==> src/design/pwrmv_ram.sv <==
module pwrmv_ram #(
    parameter int WIDTH = 8,
    parameter int DEPTH = 2,
    localparam int AW = (DEPTH > 1) ? $clog2(DEPTH) : 1
) (
    input  logic             clk,
    input  logic             we,
    input  logic [AW-1:0]    waddr,
    input  logic [WIDTH-1:0] wdata,
    input  logic             re,
    input  logic [AW-1:0]    raddr,
    output logic [WIDTH-1:0] rdata
);

    logic [WIDTH-1:0] mem [DEPTH];
    logic [WIDTH-1:0] rdata_reg;

    always_ff @(posedge clk)
    begin
        if (we)
        begin
            mem[waddr] <= wdata;
        end
        if (re)
        begin
            rdata_reg <= mem[raddr];
        end
    end

    assign rdata = rdata_reg;

endmodule

==> config.mk <==
export PLATFORM = sky130hd
export DESIGN_NAME = pwrmv_ram
export DESIGN_NICKNAME = d
export VERILOG_FILES = /design/src/design/pwrmv_ram.sv
export SDC_FILE = /design/constraint.sdc
export NUM_CORES = 1
export LEC_CHECK = 0
export BUFFER_PORTS_ARGS = -buffer_cell sky130_fd_sc_hd__buf_2
export CAP_MARGIN = 20
export CORE_MARGIN = 8
export CORE_UTILIZATION = 40
export DETAILED_ROUTE_END_ITERATION = 6
export PLACE_DENSITY = 0.73
export SLEW_MARGIN = 0
export SYNTH_ARGS = -nofsm -noshare
export SYNTH_HDL_FRONTEND = slang
export SYNTH_SLANG_ARGS = --single-unit
==> constraint.sdc <==
create_clock -name clk -period 1.8 [get_ports clk]
set_input_delay 0.36 -clock clk [delete_from_list [all_inputs] [get_ports clk]]
set_output_delay 0.36 -clock clk [all_outputs]
set_load 0.05 [all_outputs]
=== Word level (Yosys, flattened, before mapping) ===
Memories as Yosys holds them, arrays and structs flattened. A register that Yosys moved wholly into a read port is not among the register bits.
Index checks and enable logic that the tools add are counted.

* Bits in registers: 0
* RAM bits: 16
* Input bits: 13
* Output and inout port bits: 8
* Word-level logic and storage cells: 3
* Memories kept: 1

{| class="wikitable"
|+ Memory list
! memory !! depth !! width !! rd ports !! clocked after memory_dff !! wr ports !! RTL line !! source
|-
| mem || 2 || 8 || 1 || 1 || 1 || 15 || <nowiki>logic [WIDTH-1:0] mem [DEPTH];</nowiki>
|}

* Muxes and demuxes: 2

{| class="wikitable"
|+ Operator list
! cell !! number
|-
| 2-to-1 mux 1 bit || 2
|}

=== Logic depth before layout (Yosys ltp) ===
Gate-level depths: netlist of the first run.

* Depth in word-level cells: 2
* Mapped depth: 2
* Mapped depth without buffers: 1

=== Least setup slack after synthesis of the first run ===
No wires, ideal clock.

* Path kind: input port to flip-flop
* Start: input we
* End: memory mem[0][0], enable pin
* Library setup time: 373 ps
* Arrival: 780 ps
* Required time: 1427 ps
* Setup slack: 647 ps
* Stages on the path: 1
* Buffers on the path: 0
* Cells stage by stage: nor2b_1

* Word-level cells in the longest chain between the ends: 2

{| class="wikitable"
|+ Ends and longest elaborated chain
! what !! RTL line !! source
|-
| start, declared || 7 || <nowiki>input logic we,</nowiki>
|-
| 2-to-1 mux 1 bit || 20 || <nowiki>if (we)</nowiki>
|-
| 2-to-1 mux 1 bit (not written as such) || 22 || <nowiki>mem[waddr] <= wdata;</nowiki>
|-
| end, declared || 15 ||
|}

Every way passes these cells.

=== Final worst setup path of the first run ===
* Start: register rdata_reg[0] (netlist: rdata[0]), read port of mem
* End: output rdata[0]

{| class="wikitable"
|+ RTL lines
! what !! RTL line !! source
|-
| start, declared || 16 || <nowiki>logic [WIDTH-1:0] rdata_reg;</nowiki>
|-
| end, declared || 12 || <nowiki>output logic [WIDTH-1:0] rdata</nowiki>
|}

No word-level cell between the ends.

==> impl_metrics.yaml, run 1 <==
status:
  status: "finished, final reports clean"
power:
  p_int_uw: 784.6
  power.leakage_uw: 0.0003982
  p_sw_uw: 234.9
  vdd_drop_max_mv: 0.3695
  clkPwrFrac_pct: 22.9
  seq_power_share_pct: 65.5
  pwr_density_cell_nw_per_um2: 997.4
  pwr-share-comb_pct: 11.6
  switching_share_pct: 23.04
yosys:
  synth_top_cell_area_share_pct: 83.36
  ys_top_cells_by_area: "edfxtp_1, mux2_4, buf_6"
  ys_types: 5
  syn_inst: 35
  syn_area_per_cell_um2: 24.70
  ys_ff_latch: 24
  yosys.area.top_type: "edfxtp_1"
  synth.net_count: 48
  synth_seq_area_share_pct: 83.36
  yosys_warnings: 0
  syn_area_um2: 864.6
worst_setup_path:
  path_class: "flop to output pin"
  cp.required_ns: 1.44
  critPathMaxStageDelay_ns: 0.35
  start_kind: "flop"
  slowest_stage: "edfxtp_1"
  cp-end-kind: "output pin"
  path_buf_inv: 1
  crit_fanout: 1
  critical-path-top-delay-family: "flip-flops"
  cp.arrival_ns: 0.92
  path_cells: "buf_2"
sta:
  timing.final.ws_setup_ns: 0.5153
  period_minus_slack_ns: 1.285
  timing.final.max_slew_violations: 0
  setup_violations: 0
  final.setup.tns_ns: 0
  rsz0062_at_grt: "false"
  min_period_over_period_pct: 71.37
  finalClockSkew_ns: 0.01116
  hold_viol: 0
  max_freq_mhz: 778.4
  maxSlewHeadroom_pct: 74.80
  tightest_slew_ns: 0.3780
layout:
  syn_to_final_growth_pct: 18.23
  drive_gt1_share_pct: 54.24
  largest_reg_flops: 16
  regArea_um2: 720.7
  num_antenna_cells: 0
  final_core_util_pct: 48.06
  multiInputGateArea_um2: 132.6
  fin_nets: 73
  nFillCells: 176
  finalInstanceArea_um2: 1022
  fin_cells: 87
clock_tree:
  cts_buffers: 3
  htreeDepth: 1
  clk_pin_slew_worst_paths_ns: 0.13
  cts_sinks: 24
  cts_root_buf: "clkbuf_4"
  cts_resized: 0
  clockBufferDepth: 2
  cts_tree: "built"
  insertion_delay_ns: 0.32
  hold_buffers: 0
  post_cts_buffers: 0
detailed_routing:
  vias: 383
  drc: 0
  avgViaCountPerCell: 4.402
  drt_first_pass_iters: 2
  finalWirelength_mm: 1.130
  post_drt_wl_per_cell_um: 12.99
  postRouteAntennaNets: 0
  drtIter0Drc: 11
floorplan:
  fp.dieH_um: 62.49
  core_area_um2: 2127
  initial_core_util_pct: 40.65
  die_w_um: 62.49
  rows: 17
  fp.dieArea_um2: 3905
  boundaryPins: 21
worst_hold_path:
  hold_path_class: "input port to flop"
place:
  placed_area_um2: 996.0
  pre_cts_ws_ns: 0.6122
  gp_congestion: 0.6918
  numPortBuffers: 20
  place_inst: 83
global_routing:
  grtUsageTotal_pct: 6.171
  grt_max_degree: 14
  antenna_found_initial: 0
  grt_pass1_vias: 406
  grt_pass1_wl_mm: 1.738
  grt-ovfl-total: 0
flow_run:
  maxCapViolations: 0
==> final timing paths <==
| path | start | end | slack (ns) | depth (start not counted) |
|---|---|---|---|---|
| setup / recovery | rdata[0]$_DFFE_PP_ | rdata[0] | 0.52 | 1 |
| hold / removal | wdata[3] | mem[0][3]$_DFFE_PP_ | 0.22 | 1 |
| setup reg to reg | mem[1][2]$_DFFE_PP_ | rdata[2]$_DFFE_PP_ | 0.90 | 1 |
| hold reg to reg | mem[1][0]$_DFFE_PP_ | rdata[0]$_DFFE_PP_ | 0.56 | 1 |
==> placed cells by master, fill, tap and decap left out <==
cell type / count
and2_1: 1
clkbuf_4: 3
mux2_4: 8
buf_4: 1
nor2b_1: 1
clkinv_1: 1
edfxtp_1: 24
buf_2: 20
==> cell type report <==
| type | instances | share of cell area [%] |
|---|---|---|
| tap | 28 | 3.427 |
| sequential | 24 | 70.50 |
| multi-input combinational | 10 | 12.97 |
| clock inverter | 1 | 0.3672 |
| timing repair buffer | 21 | 10.53 |
| clock buffer | 3 | 2.203 |
==> per-layer routing <==
| layer | wire length [um] | part of all wire [%] | track usage [%] |
|---|---|---|---|
| met1 | 399 | 35 | 4.348 |
| met2 | 559 | 49 | 9.961 |
| met3 | 114 | 10 | 3.226 |
| met4 | 57 | 5.0 | 8.547 |
| met5 | 0 | 0 | 0 |
==> power groups by stage <==
stage | clock network (uW) | registers [uW] | logic, uW
2_1_floorplan | 0 | 728 | 38.2
3_3_place_gp | 0 | 681 | 118
3_5_place_dp | 0 | 682 | 120
4_1_cts | 239 | 669 | 120
5_1_grt | 256 | 671 | 126
6_report | 233 | 668 | 118
==> kinds of logic after synthesis <==
group                  count (synthesis)  share of synthesized area (%)
buffers and inverters                  1                          1.302
DFF                                   24                          83.36
and+or+nand+nor                        2                          1.448
muxes                                  8                          13.89
==> cell usage after synthesis <==
cell and count:
and2_1 1, buf_6 1, edfxtp_1 24, mux2_4 8, nor2b_1 1
==> through the flow <==
stage	total power [uW]	hold WS [ns]
after floorplan	766.1	0.4589
after global placement	798.3	0.5293
after detailed placement	801.9	0.5345
after CTS	1028	0.2078
after global routing	1053	0.2033
final	1020	0.2180
(Power assumes the default switching activity.)
==> run 2: changes to the inputs <==
--- a/config.mk
+++ b/config.mk
@@ -10,7 +10,7 @@
 export CORE_MARGIN = 8
 export CORE_UTILIZATION = 40
 export DETAILED_ROUTE_END_ITERATION = 6
-export PLACE_DENSITY = 0.73
+export PLACE_DENSITY = 0.75
 export SLEW_MARGIN = 0
 export SYNTH_ARGS = -nofsm -noshare
 export SYNTH_HDL_FRONTEND = slang
==> constraint.sdc (replaced) <==
create_clock -name clk -period 1.15 [get_ports clk]
set_input_delay 0.23 -clock clk [delete_from_list [all_inputs] [get_ports clk]]
set_output_delay 0.23 -clock clk [all_outputs]
set_load 0.05 [all_outputs]
==> run 2 against run 1 <==
Against the previous run:
- count of clock-buffer cells in the layout stayed put
- core utilization increased by 1.0 points
- global-route usage about the same
- sequential power up 57%
- combinational power rose by 67%
- first-iteration DRC count decreased by 82%
- clock skew decreased by 0.0091 ns
- die area stayed put
- via count shrank 1.8%
- register-to-register slack got worse by 0.65 ns
- hold slack got worse by 0.10 ns
- non-clock buffer count did not move
- critical path type unchanged
- critical endpoint is now rdata[3]
- highest routed layer unchanged
==> impl_metrics.yaml, run 2 (synthesis gave the netlist of run 1 again) <==
global_routing:
  grt-ovfl-total: 0
  antenna_found_initial: 0
  grt_pass1_wl_mm: 1.807
  grtUsageTotal_pct: 6.131
  grt_pass1_vias: 413
  grt_max_degree: 13
detailed_routing:
  avgViaCountPerCell: 4.372
  vias: 376
  post_drt_wl_per_cell_um: 12.74
  drtIter0Drc: 2
  drc: 0
  drt_first_pass_iters: 4
  postRouteAntennaNets: 0
  finalWirelength_mm: 1.096
worst_setup_path:
  critical-path-top-delay-family: "flip-flops"
  start_kind: "flop"
  crit_fanout: 1
  cp.arrival_ns: 0.88
  critPathMaxStageDelay_ns: 0.37
  path_cells: "clkbuf_4"
  path_class: "flop to output pin"
  cp.required_ns: 0.92
  path_buf_inv: 1
  slowest_stage: "edfxtp_1"
  cp-end-kind: "output pin"
  timing.rr.start: "mem[0][6]$_DFFE_PP_"
  worstSetupStartpoint: "rdata[3]$_DFFE_PP_"
clock_tree:
  cts_sinks: 24
  cts_buffers: 3
  clockBufferDepth: 2
  cts_tree: "built"
  insertion_delay_ns: 0.30
  clk_pin_slew_worst_paths_ns: 0.11
  hold_buffers: 0
  htreeDepth: 1
  cts_root_buf: "clkbuf_4"
power:
  pwr_density_cell_nw_per_um2: 1511
  vdd_drop_max_mv: 0.5843
  power.leakage_uw: 0.0004050
layout:
  nFillCells: 180
  layout_common_cells: "edfxtp_1, buf_2, mux2_4"
  fin_nets: 73
  num_antenna_cells: 0
  multiInputGateArea_um2: 132.6
  mostFrequentLayoutCell: "edfxtp_1"
  drive_gt1_share_pct: 55.17
  regArea_um2: 720.7
  syn_to_final_growth_pct: 20.69
  largest_reg_flops: 16
sta:
  timing.final.max_slew_violations: 0
  max_freq_mhz: 901.0
  final.setup.tns_ns: 0
  min_period_over_period_pct: 96.51
  tightest_slew_ns: 0.3422
  setup_violations: 0
  rsz0062_at_grt: "false"
  finalClockSkew_ns: 0.002105
  maxSlewHeadroom_pct: 77.19
  timing.final.ws_setup_ns: 0.04011
  period_minus_slack_ns: 1.110
  hold_viol: 0
floorplan:
  die_w_um: 62.49
  core_area_um2: 2127
  boundaryPins: 21
  rows: 17
  initial_core_util_pct: 40.65
  fp.dieArea_um2: 3905
  fp.dieH_um: 62.49
place:
  gp_congestion: 0.6548
  numPortBuffers: 20
  pre_cts_ws_ns: 0.09427
worst_hold_path:
  worstHoldStart: "wdata[7]"
  hold_path_class: "input port to flop"
status:
  status: "finished, final reports clean"
flow_run:
  maxCapViolations: 0
-- run 2: cell types whose count changed in the layout (fill, tap and decap cells not counted) --
cell / change
clkinv_1: -1
clkbuf_4: +1
buf_4: +4
buf_2: -7
buf_6: +2
-- run 2: timing repair --
action,CTS,global route
gates resized for setup,1,13
buffers inserted,0,0
setup endpoints to repair,1,7
-- run 2: metrics by stage --
| stage | utilization (%) | total power, uW | hold WS (ns) | instances | instance area [um^2] |
|---|---|---|---|---|---|
| global placement | 46.82 | 1249 | 0.4199 | 83 | 996.0 |
| global route | 49.06 | 1643 | 0.09473 | 86 | 1044 |
| finish | 49.06 | 1576 | 0.1141 | 86 | 1044 |
| floorplan | - | 1199 | 0.3289 | 35 | 864.6 |
| detailed placement | 46.82 | 1255 | 0.4236 | 83 | 996.0 |
| CTS | 48.00 | 1586 | 0.09841 | 86 | 1021 |
-- run 2: layout make-up --
class	instances	share of cell area, %
repair buffers	21	12.71
flip-flops and latches	24	69.06
multi-input cells	10	12.71
well taps	28	3.357
clock buffers	3	2.158
-- run 2: report_power, final --
group / internal (uW) / switching, uW
Combinational: 82.1 / 115
Sequential: 1030 / 15.0
Clock: 122 / 210
Total: 1240 / 340
-- run 2: routing by layer --
layer | GRT usage [%] | vias to the layer above | share of wire (%)
met1 | 6.080 | 168 | 43
met3 | 2.151 | 4 | 7.0
met2 | 8.926 | 20 | 46
met5 | 0 | - | 0
met4 | 7.692 | 0 | 3.7
li1 | - | 184 | -
-- run 2: worst paths after layout --
check / end / slack (ns) / depth (start not counted)
min reg2reg: rdata[5]$_DFFE_PP_ / 0.56 / 1
min: mem[0][7]$_DFFE_PP_ / 0.11 / 1
max reg2reg: rdata[6]$_DFFE_PP_ / 0.25 / 1
max: rdata[3] / 0.04 / 1
==> run 3: changes to the inputs <==
--- a/config.mk
+++ b/config.mk
@@ -7,7 +7,6 @@
 export LEC_CHECK = 0
 export BUFFER_PORTS_ARGS = -buffer_cell sky130_fd_sc_hd__buf_2
 export CAP_MARGIN = 20
-export CORE_MARGIN = 8
 export CORE_UTILIZATION = 40
 export DETAILED_ROUTE_END_ITERATION = 6
 export PLACE_DENSITY = 0.75
==> run 3 against run 2 <==
Against the previous run:
- non-clock buffer count stayed put
- sequential power is essentially flat
- first-iteration DRC count decreased by 100%
- critical path depth unchanged
- critical endpoint is now rdata[1]
- core utilization is 3.5 points higher
- largest cell class unchanged
- register-to-register slack about the same
==> impl_metrics.yaml, run 3 (synthesis gave the netlist of run 1 again) <==
status:
  status: "finished, final reports clean"
detailed_routing:
  drt_first_pass_iters: 1
  postRouteAntennaNets: 0
  finalWirelength_um: 992
  drc: 0
  drtIter0Drc: 0
  vias: 390
  post_drt_wl_per_cell_um: 11.67
  avgViaCountPerCell: 4.588
layout:
  layout_common_cells: "edfxtp_1, buf_2, mux2_4"
  finalInstanceArea_um2: 1052
  num_antenna_cells: 0
  regArea_um2: 720.7
  drive_gt1_share_pct: 55.17
  largest_reg_flops: 16
  syn_to_final_growth_pct: 21.71
  final_core_util_pct: 52.56
  fin_cells: 85
  fin_nets: 73
  mostFrequentLayoutCell: "edfxtp_1"
  nFillCells: 167
  multiInputGateArea_um2: 132.6
clock_tree:
  clk_pin_slew_worst_paths_ns: 0.11
  cts_buffers: 3
  post_cts_buffers: 0
  htreeDepth: 1
  cts_root_buf: "clkbuf_4"
  cts_resized: 0
  cts_tree: "built"
  clockBufferDepth: 2
  cts_sinks: 24
  hold_buffers: 0
  insertion_delay_ns: 0.31
worst_setup_path:
  ff2ff_setup_slack_ns: 0.24
  worstReg2RegEnd: "rdata[3]$_DFFE_PP_"
  path_cells: "buf_4"
  path_buf_inv: 1
  start_kind: "flop"
  cp.arrival_ns: 0.88
  slowest_stage: "edfxtp_1"
  critical-path-top-delay-family: "flip-flops"
  cp-end-kind: "output pin"
  ff2ff_path_depth: 1
  cp_num_cells: 1
  critPathMaxStageDelay_ns: 0.38
  cp.required_ns: 0.92
  crit_fanout: 1
  timing.rr.start: "mem[1][3]$_DFFE_PP_"
  path_class: "flop to output pin"
sta:
  max_freq_mhz: 901.4
  hold_viol: 0
  finalClockSkew_ns: 0.001975
  min_period_over_period_pct: 96.47
  timing.final.max_slew_violations: 0
  setup_violations: 0
  maxSlewHeadroom_pct: 75.94
  final.setup.tns_ns: 0
  rsz0062_at_grt: "false"
  period_minus_slack_ns: 1.109
  tightest_slew_ns: 0.3609
worst_hold_path:
  worstHoldEndpoint: "mem[1][3]$_DFFE_PP_"
  worstHoldStart: "wdata[3]"
  hold_path_class: "input port to flop"
  hold_depth: 1
power:
  vdd_drop_max_mv: 0.7434
  pwr_density_cell_nw_per_um2: 1514
  power.leakage_uw: 0.0004086
  power_uw: 1593
floorplan:
  die_w_um: 48.49
  fp.dieArea_um2: 2351
  boundaryPins: 21
  initial_core_util_pct: 43.19
  core_area_um2: 2002
  fp.dieH_um: 48.49
  rows: 16
global_routing:
  grt_max_degree: 13
  grtUsageTotal_pct: 9.514
  grt_pass1_vias: 377
  grt_pass1_wl_mm: 1.580
  grt-ovfl-total: 0
  antenna_found_initial: 0
place:
  place_inst: 82
  numPortBuffers: 20
  placed_area_um2: 994.7
  gp_congestion: 0.5887
flow_run:
  maxCapViolations: 0
[run 3: changes by cell type in the layout (fill, tap and decap cells not counted), sizes merged]
cell    delta
buf        +1
clkbuf     -1
[run 3: how the worst max path moves through the flow]
| stage | start | endpoint | slack, ns |
|---|---|---|---|
| global route | rdata[1]$_DFFE_PP_ | rdata[1] | 0.003 |
| detailed placement | raddr | rdata[3]$_DFFE_PP_ | 0.09 |
| CTS | rdata[1]$_DFFE_PP_ | rdata[1] | 0.01 |
| global placement | raddr | rdata[5]$_DFFE_PP_ | 0.11 |
| finish | rdata[1]$_DFFE_PP_ | rdata[1] | 0.04 |
| floorplan | we | mem[0][0]$_DFFE_PP_ | 0.13 |
[run 3: per-stage QoR]
stage | worst slack, ns | hold slack (ns)
floorplan | 0.1266 | 0.3289
global placement | 0.1130 | 0.4164
detailed placement | 0.08996 | 0.4218
CTS | 0.01335 | 0.09364
global route | 0.003082 | 0.07863
finish | 0.04058 | 0.1040
[run 3: power by group]
part	internal, uW	switching (uW)	total, uW
clock network	123	218	340
registers	1030	18.4	1050
logic	86.9	115	202
total	1240	351	1590
[run 3: layer usage]
| metal | up-vias | GRT usage (%) | part of all wire, % |
|---|---|---|---|
| li1 | 185 | - | - |
| met1 | 183 | 9.554 | 38 |
| met2 | 19 | 16.67 | 52 |
| met3 | 3 | 2.516 | 7.0 |
| met4 | 0 | 7.353 | 3.0 |
| met5 | - | 0 | 0 |
[run 3: final cells by class]
cell class / instances / area share (%)
Tap cell: 27 / 3.210
Timing Repair Buffer: 21 / 13.56
Clock buffer: 3 / 2.140
Multi-Input combinational cell: 10 / 12.60
Sequential cell: 24 / 68.49
